==> src/rtl/acknq_pkg.sv <==
package acknq_pkg;

  localparam int DEPTH_DEFAULT = 16;

  // command codes on the input tuser
  localparam logic [1:0] CMD_ENQ  = 2'd0;
  localparam logic [1:0] CMD_ACK  = 2'd1;
  localparam logic [1:0] CMD_NACK = 2'd2;

  // first field in the highest bits, last in the lowest, matching the output tdata layout
  typedef struct packed {
    logic [15:0] value;
    logic [15:0] elem;
    logic [15:0] seq;
    logic [15:0] opcode;
  } frame_t;

  typedef enum logic [1:0] {
    OP_ENQ,
    OP_ACK,
    OP_NACK
  } op_t;

  typedef struct packed {
    op_t    op;
    frame_t frame;
  } cmd_t;

endpackage

==> src/rtl/acknq_front.sv <==
module acknq_front (
  input  logic              clk,
  input  logic              rst,
  input  logic              s_axis_tvalid,
  output logic              s_axis_tready,
  input  logic [63:0]       s_axis_tdata,
  input  logic [1:0]        s_axis_tuser,
  input  logic              cfg_valid,
  output logic              cfg_ready,
  input  logic [63:0]       cfg_data,
  input  logic              cmd_pop,
  output logic              cmd_valid,
  output acknq_pkg::cmd_t   cmd
);
  import acknq_pkg::*;

  logic [63:0] critical_mask;
  logic [1:0]  fill;
  cmd_t        q0;
  cmd_t        q1;
  cmd_t        incoming;
  logic [15:0] element;
  logic        crit;
  logic        keep;
  logic        push;
  logic        pop;

  assign cfg_ready     = 1'b1;
  assign s_axis_tready = (fill != 2'd2);
  assign cmd_valid     = (fill != 2'd0);
  assign cmd           = q0;

  assign element = s_axis_tdata[31:16];
  // codes outside 0..63, negative ones included, are never critical
  assign crit    = (element[15:6] == 10'd0) && critical_mask[element[5:0]];

  always_comb begin
    incoming.frame.seq    = s_axis_tdata[15:0];
    incoming.frame.elem   = s_axis_tdata[31:16];
    incoming.frame.opcode = s_axis_tdata[47:32];
    incoming.frame.value  = s_axis_tdata[63:48];
    case (s_axis_tuser)
      CMD_ENQ: begin
        keep        = 1'b1;
        incoming.op = OP_ENQ;
      end
      CMD_ACK: begin
        keep        = crit;
        incoming.op = OP_ACK;
      end
      CMD_NACK: begin
        keep        = 1'b1;
        incoming.op = OP_NACK;
      end
      default: begin
        keep        = 1'b0;
        incoming.op = OP_ENQ;
      end
    endcase
  end

  assign push = s_axis_tvalid && s_axis_tready && keep;
  assign pop  = cmd_pop && cmd_valid;

  always_ff @(posedge clk) begin
    if (rst) begin
      critical_mask <= '0;
    end else if (cfg_valid && cfg_ready) begin
      critical_mask <= cfg_data;
    end
  end

  always_ff @(posedge clk) begin
    if (rst) begin
      fill <= 2'd0;
    end else begin
      if (push && pop) begin
        if (fill == 2'd1) begin
          q0 <= incoming;
        end else begin
          q0 <= q1;
          q1 <= incoming;
        end
      end else if (pop) begin
        q0   <= q1;
        fill <= fill - 2'd1;
      end else if (push) begin
        if (fill == 2'd0) begin
          q0 <= incoming;
        end else begin
          q1 <= incoming;
        end
        fill <= fill + 2'd1;
      end
    end
  end

endmodule

==> src/rtl/acknq_engine.sv <==
module acknq_engine #(
  parameter int DEPTH = acknq_pkg::DEPTH_DEFAULT
) (
  input  logic              clk,
  input  logic              rst,
  input  logic              cmd_valid,
  input  acknq_pkg::cmd_t   cmd,
  output logic              cmd_pop,
  output logic              m_axis_tvalid,
  input  logic              m_axis_tready,
  output logic [63:0]       m_axis_tdata,
  output logic              m_axis_tlast
);
  import acknq_pkg::*;

  localparam int AW = $clog2(DEPTH);
  localparam int CW = $clog2(DEPTH + 1);

  typedef enum logic [1:0] {
    S_IDLE,
    S_ACK,
    S_NACK
  } state_t;

  function automatic logic [AW-1:0] ring_add(logic [AW-1:0] a, logic [CW-1:0] b);
    logic [CW:0] s;
    s = (CW+1)'(a) + (CW+1)'(b);
    if (s >= (CW+1)'(DEPTH)) begin
      s = s - (CW+1)'(DEPTH);
    end
    return s[AW-1:0];
  endfunction

  frame_t             mem [DEPTH];
  frame_t             rd_data;
  logic [AW-1:0]      rd_addr;
  logic [AW-1:0]      wr_addr;
  logic               we;

  state_t             state;
  logic [AW-1:0]      head;
  logic [CW-1:0]      count;
  logic [CW-1:0]      idx;
  logic signed [15:0] ack_id;
  logic               out_valid;
  frame_t             out_frame;
  logic               out_last;

  logic               out_free;
  logic               seq_le;
  logic               run_last;

  assign out_free = !out_valid || m_axis_tready;
  assign seq_le   = $signed(rd_data.seq) <= ack_id;
  assign run_last = ((idx + CW'(1)) == count);
  assign cmd_pop  = (state == S_IDLE) && cmd_valid;

  assign we      = cmd_pop && (cmd.op == OP_ENQ) && (count < CW'(DEPTH));
  assign wr_addr = ring_add(head, count);

  always_comb begin
    case (state)
      S_IDLE:  rd_addr = head;
      S_ACK:   rd_addr = seq_le ? ring_add(head, CW'(1)) : head;
      S_NACK:  rd_addr = out_free ? ring_add(head, idx + CW'(1)) : ring_add(head, idx);
      default: rd_addr = head;
    endcase
  end

  // frame store, one write and one registered read port
  always_ff @(posedge clk) begin
    if (we) begin
      mem[wr_addr] <= cmd.frame;
    end
    rd_data <= mem[rd_addr];
  end

  always_ff @(posedge clk) begin
    if (rst) begin
      state     <= S_IDLE;
      head      <= '0;
      count     <= '0;
      idx       <= '0;
      out_valid <= 1'b0;
    end else begin
      // during replay the output register is refilled below whenever it drains
      if (out_valid && m_axis_tready && (state != S_NACK)) begin
        out_valid <= 1'b0;
      end
      case (state)
        S_IDLE: begin
          if (cmd_valid) begin
            case (cmd.op)
              OP_ENQ: begin
                if (count < CW'(DEPTH)) begin
                  count <= count + CW'(1);
                end
              end
              OP_ACK: begin
                if (count != '0) begin
                  ack_id <= cmd.frame.seq;
                  state  <= S_ACK;
                end
              end
              OP_NACK: begin
                if (count != '0) begin
                  idx   <= '0;
                  state <= S_NACK;
                end
              end
              default: begin
              end
            endcase
          end
        end
        S_ACK: begin
          // rd_data holds the current head entry
          if (seq_le) begin
            head  <= ring_add(head, CW'(1));
            count <= count - CW'(1);
            if (count == CW'(1)) begin
              state <= S_IDLE;
            end
          end else begin
            state <= S_IDLE;
          end
        end
        S_NACK: begin
          if (out_free) begin
            out_valid <= 1'b1;
            out_frame <= rd_data;
            out_last  <= run_last;
            if (run_last) begin
              state <= S_IDLE;
            end else begin
              idx <= idx + CW'(1);
            end
          end
        end
        default: begin
          state <= S_IDLE;
        end
      endcase
    end
  end

  assign m_axis_tvalid = out_valid;
  assign m_axis_tdata  = out_frame;
  assign m_axis_tlast  = out_last;

  a_count_bound: assert property (@(posedge clk) disable iff (rst)
    count <= CW'(DEPTH))
    else $error("entry count beyond ring depth");

  a_ack_nonempty: assert property (@(posedge clk) disable iff (rst)
    (state == S_ACK) |-> (count != '0))
    else $error("ack pop on empty ring");

  a_nack_index: assert property (@(posedge clk) disable iff (rst)
    (state == S_NACK) |-> (idx < count))
    else $error("replay index past queued frames");

  a_ring_static_on_replay: assert property (@(posedge clk) disable iff (rst)
    (state == S_NACK) |=> $stable(head) && $stable(count))
    else $error("ring changed during replay");

endmodule

==> src/rtl/ack_nack_retransmit_queue.sv <==
// Retransmission buffer for critical command frames. Input transactions carry the command in
// tuser (0 enqueue, 1 ack, 2 nack) and are taken into a two-entry command queue at one per
// cycle while it is not full; acks whose element code is not marked in critical_mask, and
// command code 3, are dropped there. The back end then executes one command at a time against
// a ring of DEPTH frames held in a single-port-read memory: an enqueue writes one frame, an
// ack compares the head frames in turn and pops each one it covers until one is not covered
// or the ring runs empty, and a nack replays every queued frame in order, one frame per cycle
// while the output is not stalled, as the memory's single read port allows. A replay leaves
// the ring intact and marks its final frame with tlast; output stalls pause the replay
// without losing frames. critical_mask is to be written through the cfg port only while the
// block is idle, which the block does not enforce, and resets to zero.
module ack_nack_retransmit_queue #(
  parameter int DEPTH = acknq_pkg::DEPTH_DEFAULT
) (
  input  logic        clk,
  input  logic        rst,
  input  logic        s_axis_tvalid,
  output logic        s_axis_tready,
  input  logic [63:0] s_axis_tdata,  // seq_id, element, frame_opcode, frame_value
  input  logic [1:0]  s_axis_tuser,  // command
  output logic        m_axis_tvalid,
  input  logic        m_axis_tready,
  output logic [63:0] m_axis_tdata,  // out_opcode, out_seq_id, out_element, out_value
  output logic        m_axis_tlast,
  input  logic        cfg_valid,
  output logic        cfg_ready,
  input  logic [63:0] cfg_data
);
  import acknq_pkg::*;

  logic cmd_valid;
  logic cmd_pop;
  cmd_t cmd;

  acknq_front u_front (
    .clk           (clk),
    .rst           (rst),
    .s_axis_tvalid (s_axis_tvalid),
    .s_axis_tready (s_axis_tready),
    .s_axis_tdata  (s_axis_tdata),
    .s_axis_tuser  (s_axis_tuser),
    .cfg_valid     (cfg_valid),
    .cfg_ready     (cfg_ready),
    .cfg_data      (cfg_data),
    .cmd_pop       (cmd_pop),
    .cmd_valid     (cmd_valid),
    .cmd           (cmd)
  );

  acknq_engine #(
    .DEPTH (DEPTH)
  ) u_engine (
    .clk           (clk),
    .rst           (rst),
    .cmd_valid     (cmd_valid),
    .cmd           (cmd),
    .cmd_pop       (cmd_pop),
    .m_axis_tvalid (m_axis_tvalid),
    .m_axis_tready (m_axis_tready),
    .m_axis_tdata  (m_axis_tdata),
    .m_axis_tlast  (m_axis_tlast)
  );

endmodule

==> config.mk <==
export PLATFORM = sky130hd
export DESIGN_NAME = ack_nack_retransmit_queue
export DESIGN_NICKNAME = d
export VERILOG_FILES = /design/src/rtl/acknq_pkg.sv /design/src/rtl/acknq_front.sv /design/src/rtl/acknq_engine.sv /design/src/rtl/ack_nack_retransmit_queue.sv
export SDC_FILE = /design/constraint.sdc
export NUM_CORES = 1
export LEC_CHECK = 0
export BUFFER_PORTS_ARGS = -buffer_cell sky130_fd_sc_hd__buf_2
export CORE_MARGIN = 1.5
export CORE_UTILIZATION = 25
export DETAILED_ROUTE_END_ITERATION = 8
export PLACE_DENSITY = 0.45
export SLEW_MARGIN = 5
export SYNTH_ARGS = -nofsm -noshare
export SYNTH_HDL_FRONTEND = slang
export SYNTH_SLANG_ARGS = --single-unit
export TNS_END_PERCENT = 50
==> constraint.sdc <==
create_clock -name clk -period 19.7 [get_ports clk]
set_clock_uncertainty 0.05 [all_clocks]
set_input_delay 3.94 -clock clk [delete_from_list [all_inputs] [get_ports clk]]
set_output_delay 3.94 -clock clk [all_outputs]
set_load 0.05 [all_outputs]
# [Word-level counts from Yosys, hierarchy flattened]
# Memory sizes are Yosys's and may differ from the RTL's. A register that Yosys moved wholly into a read port is not among the register bits.
# Cells that the tools add are included.
[totals] reg_bits=296 mem_bits_rw=1024 memories=1 output_inout_bits=68 input_bits=135
[classes] mux=48 add_sub_neg=13 bitwise_logic=2 n_reduce_logical=34 magnitude_cmp=7 eq_ne=27
[mem_list] name="u_engine.mem" depth=16 word_bits=64 rd=1 rd_ports_with_merged_regs=1 wr=1 line_no="acknq_engine.sv:34" text="frame_t mem [DEPTH];"
[op_table] op="$mux 66" n=10
[op_table] op="$mux 5" n=9
[op_table] op="$mux 4" n=6
[op_table] op="$pmux 5 s2" n=2
[op_table] op="$add 4x5->6" n=3
[op_table] op="$ge 6x5->1 const B" n=3
[op_table] op="$mux 2" n=9
[op_table] op="$ne 2x2->1 const B" n=9
[op_table] op="$le 16x16->1" n=1
[op_table] op="$sub 4x1->4 const B" n=4
[op_table] op="$reduce_and 5->1" n=3
[op_table] op="$ne 3x3->1 const B" n=4
[op_table] op="$add 5x1->5 const B" n=2
[op_table] op="$logic_and 1x1->1" n=10
[op_table] op="$logic_not 10->1" n=1
[op_table] op="$ne 2x1->1 const B" n=5
[op_table] op="$reduce_bool 2->1" n=5
[op_table] op="$eq 2x1->1 const B" n=4
[op_table] op="$logic_not 2->1" n=4
[op_table] op="$pmux 2 s2" n=2
[op_table] op="$pmux 4 s2" n=1
[op_table] op="$lt 6x7->1 const B" n=1
[op_table] op="$reduce_and 7->1" n=1
[op_table] op="$bmux 1 s6" n=1
[op_table] op="21 further kinds" n=31

# [Depth between registers and ports, before layout]
# Gate-level depths: netlist of the first run.
[logic_depth] ltp_word=8 depth_mapped=16 mapped_depth_nobuf=12

# [Hierarchy]
# A second synthesis of the first run with hierarchy kept.
[hier_totals] hier_cells=2897 hier_area_um2=52281.4
[modules_own_cells] mod="acknq_engine" area_per_inst_um2=44455.1 n_inst=1 seq_area_each_um2=34803.4 cells_per_inst=2399
[modules_own_cells] mod="acknq_front" area_per_inst_um2=7826.3 n_inst=1 seq_area_each_um2=5285.1 cells_per_inst=498

# [Worst setup path after synthesis of the first run]
# Ideal clock, no wire load.
[synth_path] kind="input to register" from="input s_axis_tdata[16]" to="register u_front.q1[0] in the netlist's numbering (enable)" t_arrival_ns=10.946 path_stages=11 path_slack_ns=8.133 setup_time_ns=0.571 path_cell_list="buf_2 buf_2 mux4_2 mux4_2 mux4_2 nand4_1 a21oi_1 ha_1 nor2_1 a21oi_1 nor3_1"
[synth_via] elab_chain_len=8
[synth_rtl] item="start, declared" line_no="ack_nack_retransmit_queue.sv:19" text="input logic [63:0] s_axis_tdata,"
[synth_rtl] item="$bmux 1 s6 (*)" line_no="acknq_front.sv:35" text="assign crit = (element[15:6] == 10'd0) && critical_mask[element[5:0]];"
[synth_rtl] item="$mux 1 (not written as such) (*)" line_no="acknq_front.sv:35"
[synth_rtl] item="$logic_and 1x1->1 (*)" line_no="acknq_front.sv:35"
[synth_rtl] item="$pmux 1 s2 (*)" line_no="acknq_front.sv:42" text="case (s_axis_tuser)"
[synth_rtl] item="$logic_and 1x1->1 (*)" line_no="acknq_front.sv:62" text="assign push = s_axis_tvalid && s_axis_tready && keep;"
[synth_rtl] item="$logic_and 1x1->1" line_no="acknq_front.sv:77" text="if (push && pop) begin"
[synth_rtl] item="$ne 2x2->1 (no source line), or another cell as far along"
[synth_rtl] item="$reduce_and 5->1 (no source line) (*)"
[synth_rtl] item="end signal, assigned" line_no="acknq_front.sv:82" text="q1 <= incoming;"
[synth_rtl] item="end signal, assigned" line_no="acknq_front.sv:91" text="q1 <= incoming;"
[synth_rtl] item="end, declared" line_no="acknq_front.sv:20" text="cmd_t q1;"
# Every way passes the cells marked *; elsewhere a longest branch is shown, timed or not. The select of a mux whose other input is x is not followed.
# A chain may end at the register's enable or synchronous reset.

# [Final worst setup path of the first run]
[layout_path] from="input m_axis_tready" to="register u_engine.rd_data[48] (netlist name)"
[layout_via] elab_chain_len=3
[layout_rtl] item="start, declared" line_no="ack_nack_retransmit_queue.sv:22" text="input logic m_axis_tready,"
[layout_rtl] item="$logic_or 1x1->1" line_no="acknq_engine.sv:53" text="assign out_free = !out_valid || m_axis_tready;"
[layout_rtl] item="$mux 4" line_no="acknq_engine.sv:65" text="S_NACK: rd_addr = out_free ? ring_add(head, idx + CW'(1)) : ring_add(head, idx);"
[layout_rtl] item="$pmux 4 s2" line_no="acknq_engine.sv:62" text="case (state)"
# No other way between the ends.

==> summary.md, run 1 <==
| Metric | Value |
|---|---|
| Status | complete, no violations |
| Seq cells post-synth | 1384 |
| Max stage delay on crit path | 0.87 ns |
| CTS clk-pin slew, worst paths | 0.07 ns |
| Io pins | 203 |
| Placed Cells | 6357 |
| GRT met2 Usage | 21.8% |
| Pwr/cell area | 124 nW/um^2 |
| Largest net degree at the start of global routing | 185 |
| Routed WL per cell | 22.2 microns |
| Post-Syn Instances | 3520 |
| Via density | 4.56 |
| Main flop type after synthesis | edfxtp_1 |
| Startpoint Class | input port |
| Async set-reset flop share out of synthesis | 0% |
| Fmax | 111 MHz |
| Worst path cell trace | buf_2 > nor2b_1 > xnor2_1 > ha_1 > fa_1 > and3_1 > a21oi_1 > and3_4 > buf_4 > buf_4 > buf_4 > a21oi_1 > a32oi_1 > a22oi_1 > o221ai_1 |
| Setup_tns | 0 ns |
| Initial drt markers | 2117 |
| Post-synth EDFFs | 1237 |
| Post-synthesis instance area | 52600 sq um |
| Root buf cell | clkbuf_16 |
| Final Max Tran Viols | 0 |
| Final wirelength | 148000 microns |
| Grt peak-use layer | met2 |
| Final HPWL DP | 74300 microns |
| Die Y | 462 microns |
| Share of cells above drive strength 1 | 15.9% |
| Starting Density | 25.1% |
| Critical Path RT | 20.31 ns |
| Cts hold-fix bufs | 0 |
| Most used cell along the critical path | buf_4 |
| Drt pass-1 iters | 5 |
| Number of distinct library cells after synthesis | 48 |
| Post_cts resized | 0 |
| Final setup fails | 0 |
| Critical path's slowest cell | buf_4 |
| Number of buffers created by CTS | 154 |
| Slew of the pin with the lowest slew margin | 1.22 ns |
| Critical path class | in2reg |
| Port bufs | 201 |
| First-pass GRT wire length | 213000 microns |
| CTS tree | done |
| Non-filler cells, final | 6654 |
| H-tree Lvls | 4 |
| Endpoints failing hold | 0 |
| Post-route clock period utilization | 45.5% |
| Clk sinks | 1384 |
| RSZ-0062 raised after global routing | false |
| Clock Latency Late Sink | 0.80 ns |
| Final ANT Viol Nets | 0 |
| Arr. time, crit path | 9.58 ns |
| Initial antenna violation count | 32 |
| # DRC | 0 |
| Final nets | 3884 |
| Die Width | 462 microns |
| Placer congestion estimate | 0.704 |
| WHS | 0.349 ns |
| Sequential area share after synthesis | 76.1% |
| All-Layer GR Usage | 13.6% |
| # Post-CTS Setup Buffers | 0 |
| CP endpoint kind | register |
| Pleak | 0.0200 uW |
| HP Class | reg2reg |
| Peak supply drop | 78.4 uV |
| Core footprint | 209000 sq um |
| Met1 usage | 18.7% |
| Synth-to-Final Area Change | 17.8% |
| Worst rel slew slack | 18.9% |
| Fin util | 29.6% |
| Mapped Nets | 3696 |
| Max_cap viols | 0 |
| Total congestion overflow | 0 |
| GR Util met3 | 2.86% |
| Power Total | 7660 uW |
| Critical path fanouts, max | 92 |
| Num rows | 168 |
| Die ar. | 213000 sq um |
| WHS Path Cells | 0 |
| Fin crit period | 8.97 ns |
| Mean Syn Cell Area | 15.0 sq um |
| Yosys warns | 0 |
| Vias | 30400 |
| Vias in the first global route | 30000 |
| Reg2reg path depth | 14 |
| CTS max path bufs | 3 |
## logic make-up after synthesis
kind of cell | after synthesis | share of synthesized area [%]
buffers and inverters | 259 | 1.98
xor gates and xnor gates | 23 | 0.383
muxes | 158 | 3.66
adders and majority gates | 41 | 1.00
other | 1 | 0.00712
AOI/OAI and AO/OA | 702 | 9.76
DFF | 1384 | 76.1
and+or+nand+nor | 952 | 7.06
## area by class of cell
type,instances,area (sq um)
fill,21100,147000
tap,2805,3510
sequential,1384,40100
timing repair buffer,258,1460
inverter,33,124
multi-input combinational,1877,11700
clock inverter,81,846
antenna,8,20.0
clock buffer,208,4240
## path summary, 6_finish.rpt
check	start	endpoint	slack, ns
worst min-delay path	u_engine.rd_data[58]	u_engine.m_axis_tdata[58]	0.35
worst max-delay path	m_axis_tready	u_engine.rd_data[48]	10.73
worst min register to register	u_engine.rd_data[58]	u_engine.m_axis_tdata[58]	0.35
worst max register to register	u_engine.rd_data[31]	u_engine.rd_data[48]	13.26
## per-layer routing
layer | up-vias | share of wire (%)
met5 | - | 0.14
met4 | 36 | 1.9
met3 | 217 | 5.0
met2 | 676 | 47
met1 | 15600 | 46
li1 | 13900 | -
## state kept, by name, summed over array words and instances, names as in the netlist
signal                  flops
u_engine.idx                5
u_engine.count              5
u_front.fill                2
u_engine.m_axis_tlast       1
u_engine.m_axis_tvalid      1
u_front.cmd                66
u_front.critical_mask      64
u_engine.m_axis_tdata      64
u_engine.rd_data           64
u_engine.state              2
u_front.q1                 66
u_engine.mem             1024
u_engine.ack_id            16
u_engine.head               4
## metrics by stage
step	setup WS, ns	cell area (sq um)
floorplan	8.13	52600
global placement	10.05	56900
detailed placement	9.98	56900
CTS	10.83	62000
global route	10.36	62000
finish	10.73	62000
## power breakdown
group | switching (uW) | total [uW] | internal (uW)
logic | 600 | 954 | 354
clock network | 1200 | 2890 | 1680
registers | 230 | 3820 | 3590
## cells in the final DEF, fill, tap and decap left out, types with 21 or more instances in the layout
| cell type | synthesis | final |
|---|---|---|
| a21oi_1 | 275 | 275 |
| a22oi_1 | 69 | 69 |
| mux2i_1 | 71 | 71 |
| nand2_1 | 781 | 779 |
| inv_1 | 33 | 33 |
| buf_2 | 52 | 200 |
| clkbuf_1 | 160 | 38 |
| ha_1 | 39 | 39 |
| edfxtp_1 | 1237 | 1237 |
| dfxtp_1 | 147 | 147 |
| a32o_1 | 126 | 126 |
| clkbuf_16 | 0 | 157 |
| a32oi_1 | 126 | 126 |
| clkinv_2 | 0 | 29 |
| nor2_1 | 108 | 90 |
| mux4_2 | 21 | 21 |
| o221ai_1 | 63 | 63 |
| mux2_2 | 66 | 66 |
| buf_4 | 2 | 56 |
## critical path: cells and delay by family
family	cells	cell delay (ns)
buffers and inverters	4	2.56
AND/OR/NAND/NOR	3	1.08
AO/OA/AOI/OAI	5	0.93
adder cells (fa/ha/maj)	2	0.63
XOR/XNOR	1	0.16
## cell usage after synthesis (7+ instances only)
cell      count  area (sq um)
nor2_1      108           405
nand3_1      14          70.1
edfxtp_1   1237         37100
a21o_1        7          52.6
a32oi_1     126          1100
dfxtp_1     147          2940
o21ai_0      12          60.1
xor2_1        7          61.3
xnor2_1      16           140
mux4_2       21           473
mux2i_1      71           711
ha_1         39           488
a32o_1      126          1260
a22oi_1      69           518
nor2b_1      12          75.1
mux2_2       66           743
buf_1        12          45.0
clkbuf_1    160           601
a21oi_1     275          1380
nand2_1     781          2930
inv_1        33           124
o221ai_1     63           552
buf_2        52           260
nor4_1        7          43.8
No activity file was read; power rests on OpenSTA's default activity.
==> run 2: changes to the inputs <==
clock period = 8.7 ns   (was 19.7 ns; I/O delays follow)
==> summary.md, run 2 (synthesis gave the netlist of run 1 again) <==
| Metric | Value |
|---|---|
| Total congestion overflow | 0 (unchanged) |
| Post_cts resized | 0 (unchanged) |
| Die ar. | 213000 sq um (unchanged) |
| Vias | 30300 (-0.30%) |
| CTS max path bufs | 3 (unchanged) |
| All-Layer GR Usage | 13.4% (-0.21 points) |
| Non-filler cells, final | 6635 (-0.29%) |
| Final setup fails | 0 (unchanged) |
| Pleak | 0.0198 uW (-1.1%) |
| Core footprint | 209000 sq um (unchanged) |
| Setup_tns | 0 ns (unchanged) |
| Placer congestion estimate | 0.703 (-0.14%) |
| Initial drt markers | 2457 (+16%) |
| Final nets | 3877 (-0.18%) |
| CP endpoint kind | register |
| # DRC | 0 (unchanged) |
| Clk sinks | 1384 (unchanged) |
| Root buf cell | clkbuf_16 |
| Critical path class | in2reg |
| Number of buffers created by CTS | 146 (-5.2%) |
| Peak supply drop | 211 uV (+170%) |
| Clock Latency Late Sink | 0.79 ns (about the same) |
| Post-route clock period utilization | 64.1% |
| Endpoints failing hold | 0 (unchanged) |
| Starting Density | 25.1% (unchanged) |
| Worst rel slew slack | 27.0% (+8.1 points) |
| Power Total | 16900 uW (+120%) |
| Io pins | 203 (unchanged) |
| Num rows | 168 (unchanged) |
| WHS Path Cells | 0 (unchanged) |
| Final ANT Viol Nets | 0 (unchanged) |
| Final Max Tran Viols | 0 (unchanged) |
| Vias in the first global route | 29700 (-1.1%) |
| Pwr/cell area | 274 nW/um^2 (+120%) |
| Worst slack at placement | 2.21 ns (-7.77 ns) |
| Placed Cells | 6358 (+0.016%) |
| Most frequent cells in the layout | edfxtp_1 (1237), nand2_1 (779), a21oi_1 (275) |
| Port bufs | 201 (unchanged) |
| Fin crit period | 5.58 ns |
| HP Class | reg2reg |
| Reg2reg path depth | 13 (-1) |
| Number of flip-flops in the largest register | 1024 (unchanged) |
| Synth-to-Final Area Change | 17.0% |
| CTS clk-pin slew, worst paths | 0.06 ns (about the same) |
| First-pass GRT wire length | 210000 microns (-1.4%) |
| Die Y | 462 microns (unchanged) |
| Share of cells above drive strength 1 | 15.3% (-0.58 points) |
| Commonest non-fill, non-tap cell in the layout | edfxtp_1 |
| Initial antenna violation count | 41 (+28%) |
| H-tree Lvls | 4 (unchanged) |
| WHS | 0.350 ns (+0.000343 ns) |
| Via density | 4.56 (about the same) |
| Routed WL per cell | 21.9 microns (-1.4%) |
| CTS tree | done |
| Arr. time, crit path | 6.05 ns (-3.53 ns) |
| Startpoint Class | input port |
| Cts hold-fix bufs | 0 (unchanged) |
| Largest net degree at the start of global routing | 207 (+12%) |
| Critical Path RT | 9.17 ns (-11.14 ns) |
| Status | complete, no violations |
| Fmax | 179 MHz |
| Final WS setup | 3.12 ns (-7.61 ns) |
| Die Width | 462 microns (unchanged) |
| Slew of the pin with the lowest slew margin | 1.09 ns (-0.122 ns) |
| Max_cap viols | 0 (unchanged) |
| Critical path fanouts, max | 49 (-47%) |
| # Post-CTS Setup Buffers | 0 (unchanged) |
| Most flop-heavy register | u_engine.mem |
| RSZ-0062 raised after global routing | false |
| Final HPWL DP | 73900 microns (-0.42%) |
| Final wirelength | 145000 microns (-1.7%) |
| Drt pass-1 iters | 5 (unchanged) |
| Fillcell total | 21100 (-0.15%) |
run 2: worst max-delay path, cell delays in order:
cell,delay (ns)
buf_2,0.47
mux4_2,0.59
mux4_2,0.48
mux4_2,0.49
nand4_1,0.13
a21oi_1,0.13
ha_1,0.24
inv_1,0.10
a21o_4,0.72
buf_4,0.49
mux2_2,0.38
run 2: worst paths after layout:
check	start	end	slack, ns
worst max-delay path	s_axis_tdata[16]	u_front.cmd[21]	3.12
worst min-delay path	u_engine.rd_data[5]	u_engine.m_axis_tdata[5]	0.35
worst max register to register	u_engine.rd_data[17]	u_engine.rd_data[43]	3.63
worst min register to register	u_engine.rd_data[5]	u_engine.m_axis_tdata[5]	0.35
run 2: final cells by class:
type,count,area (sq um),share of cell area [%]
Multi-Input combinational cell,1877,11700,19.0
Inverter,33,124,0.201
Tap cell,2805,3510,5.70
Sequential cell,1384,40100,65.1
Antenna cell,7,17.5,0.0284
Clock inverter,74,592,0.960
Clock buffer,196,4050,6.57
Timing Repair Buffer,259,1510,2.44
run 2: metal layers:
layer | global-route usage, % | up-vias | wire length [microns]
li1 | - | 13800 | -
met1 | 18.1 | 15400 | 65700
met2 | 21.7 | 754 | 68600
met3 | 2.73 | 232 | 7470
met4 | 3.82 | 46 | 3140
met5 | 0 | - | 258
run 2: through the flow:
stage / utilization, % / area (sq um)
final: 29.4 / 61600
after global routing: 29.4 / 61600
after CTS: 29.4 / 61600
after detailed placement: 27.2 / 57000
after global placement: 27.2 / 57000
after floorplan: - / 52700
run 2: report_power, final:
group | total (uW) | internal, uW | switching [uW]
sequential | 8660 | 8140 | 527
clock | 6080 | 3460 | 2620
combinational | 2120 | 802 | 1320
total | 16900 | 12400 | 4470
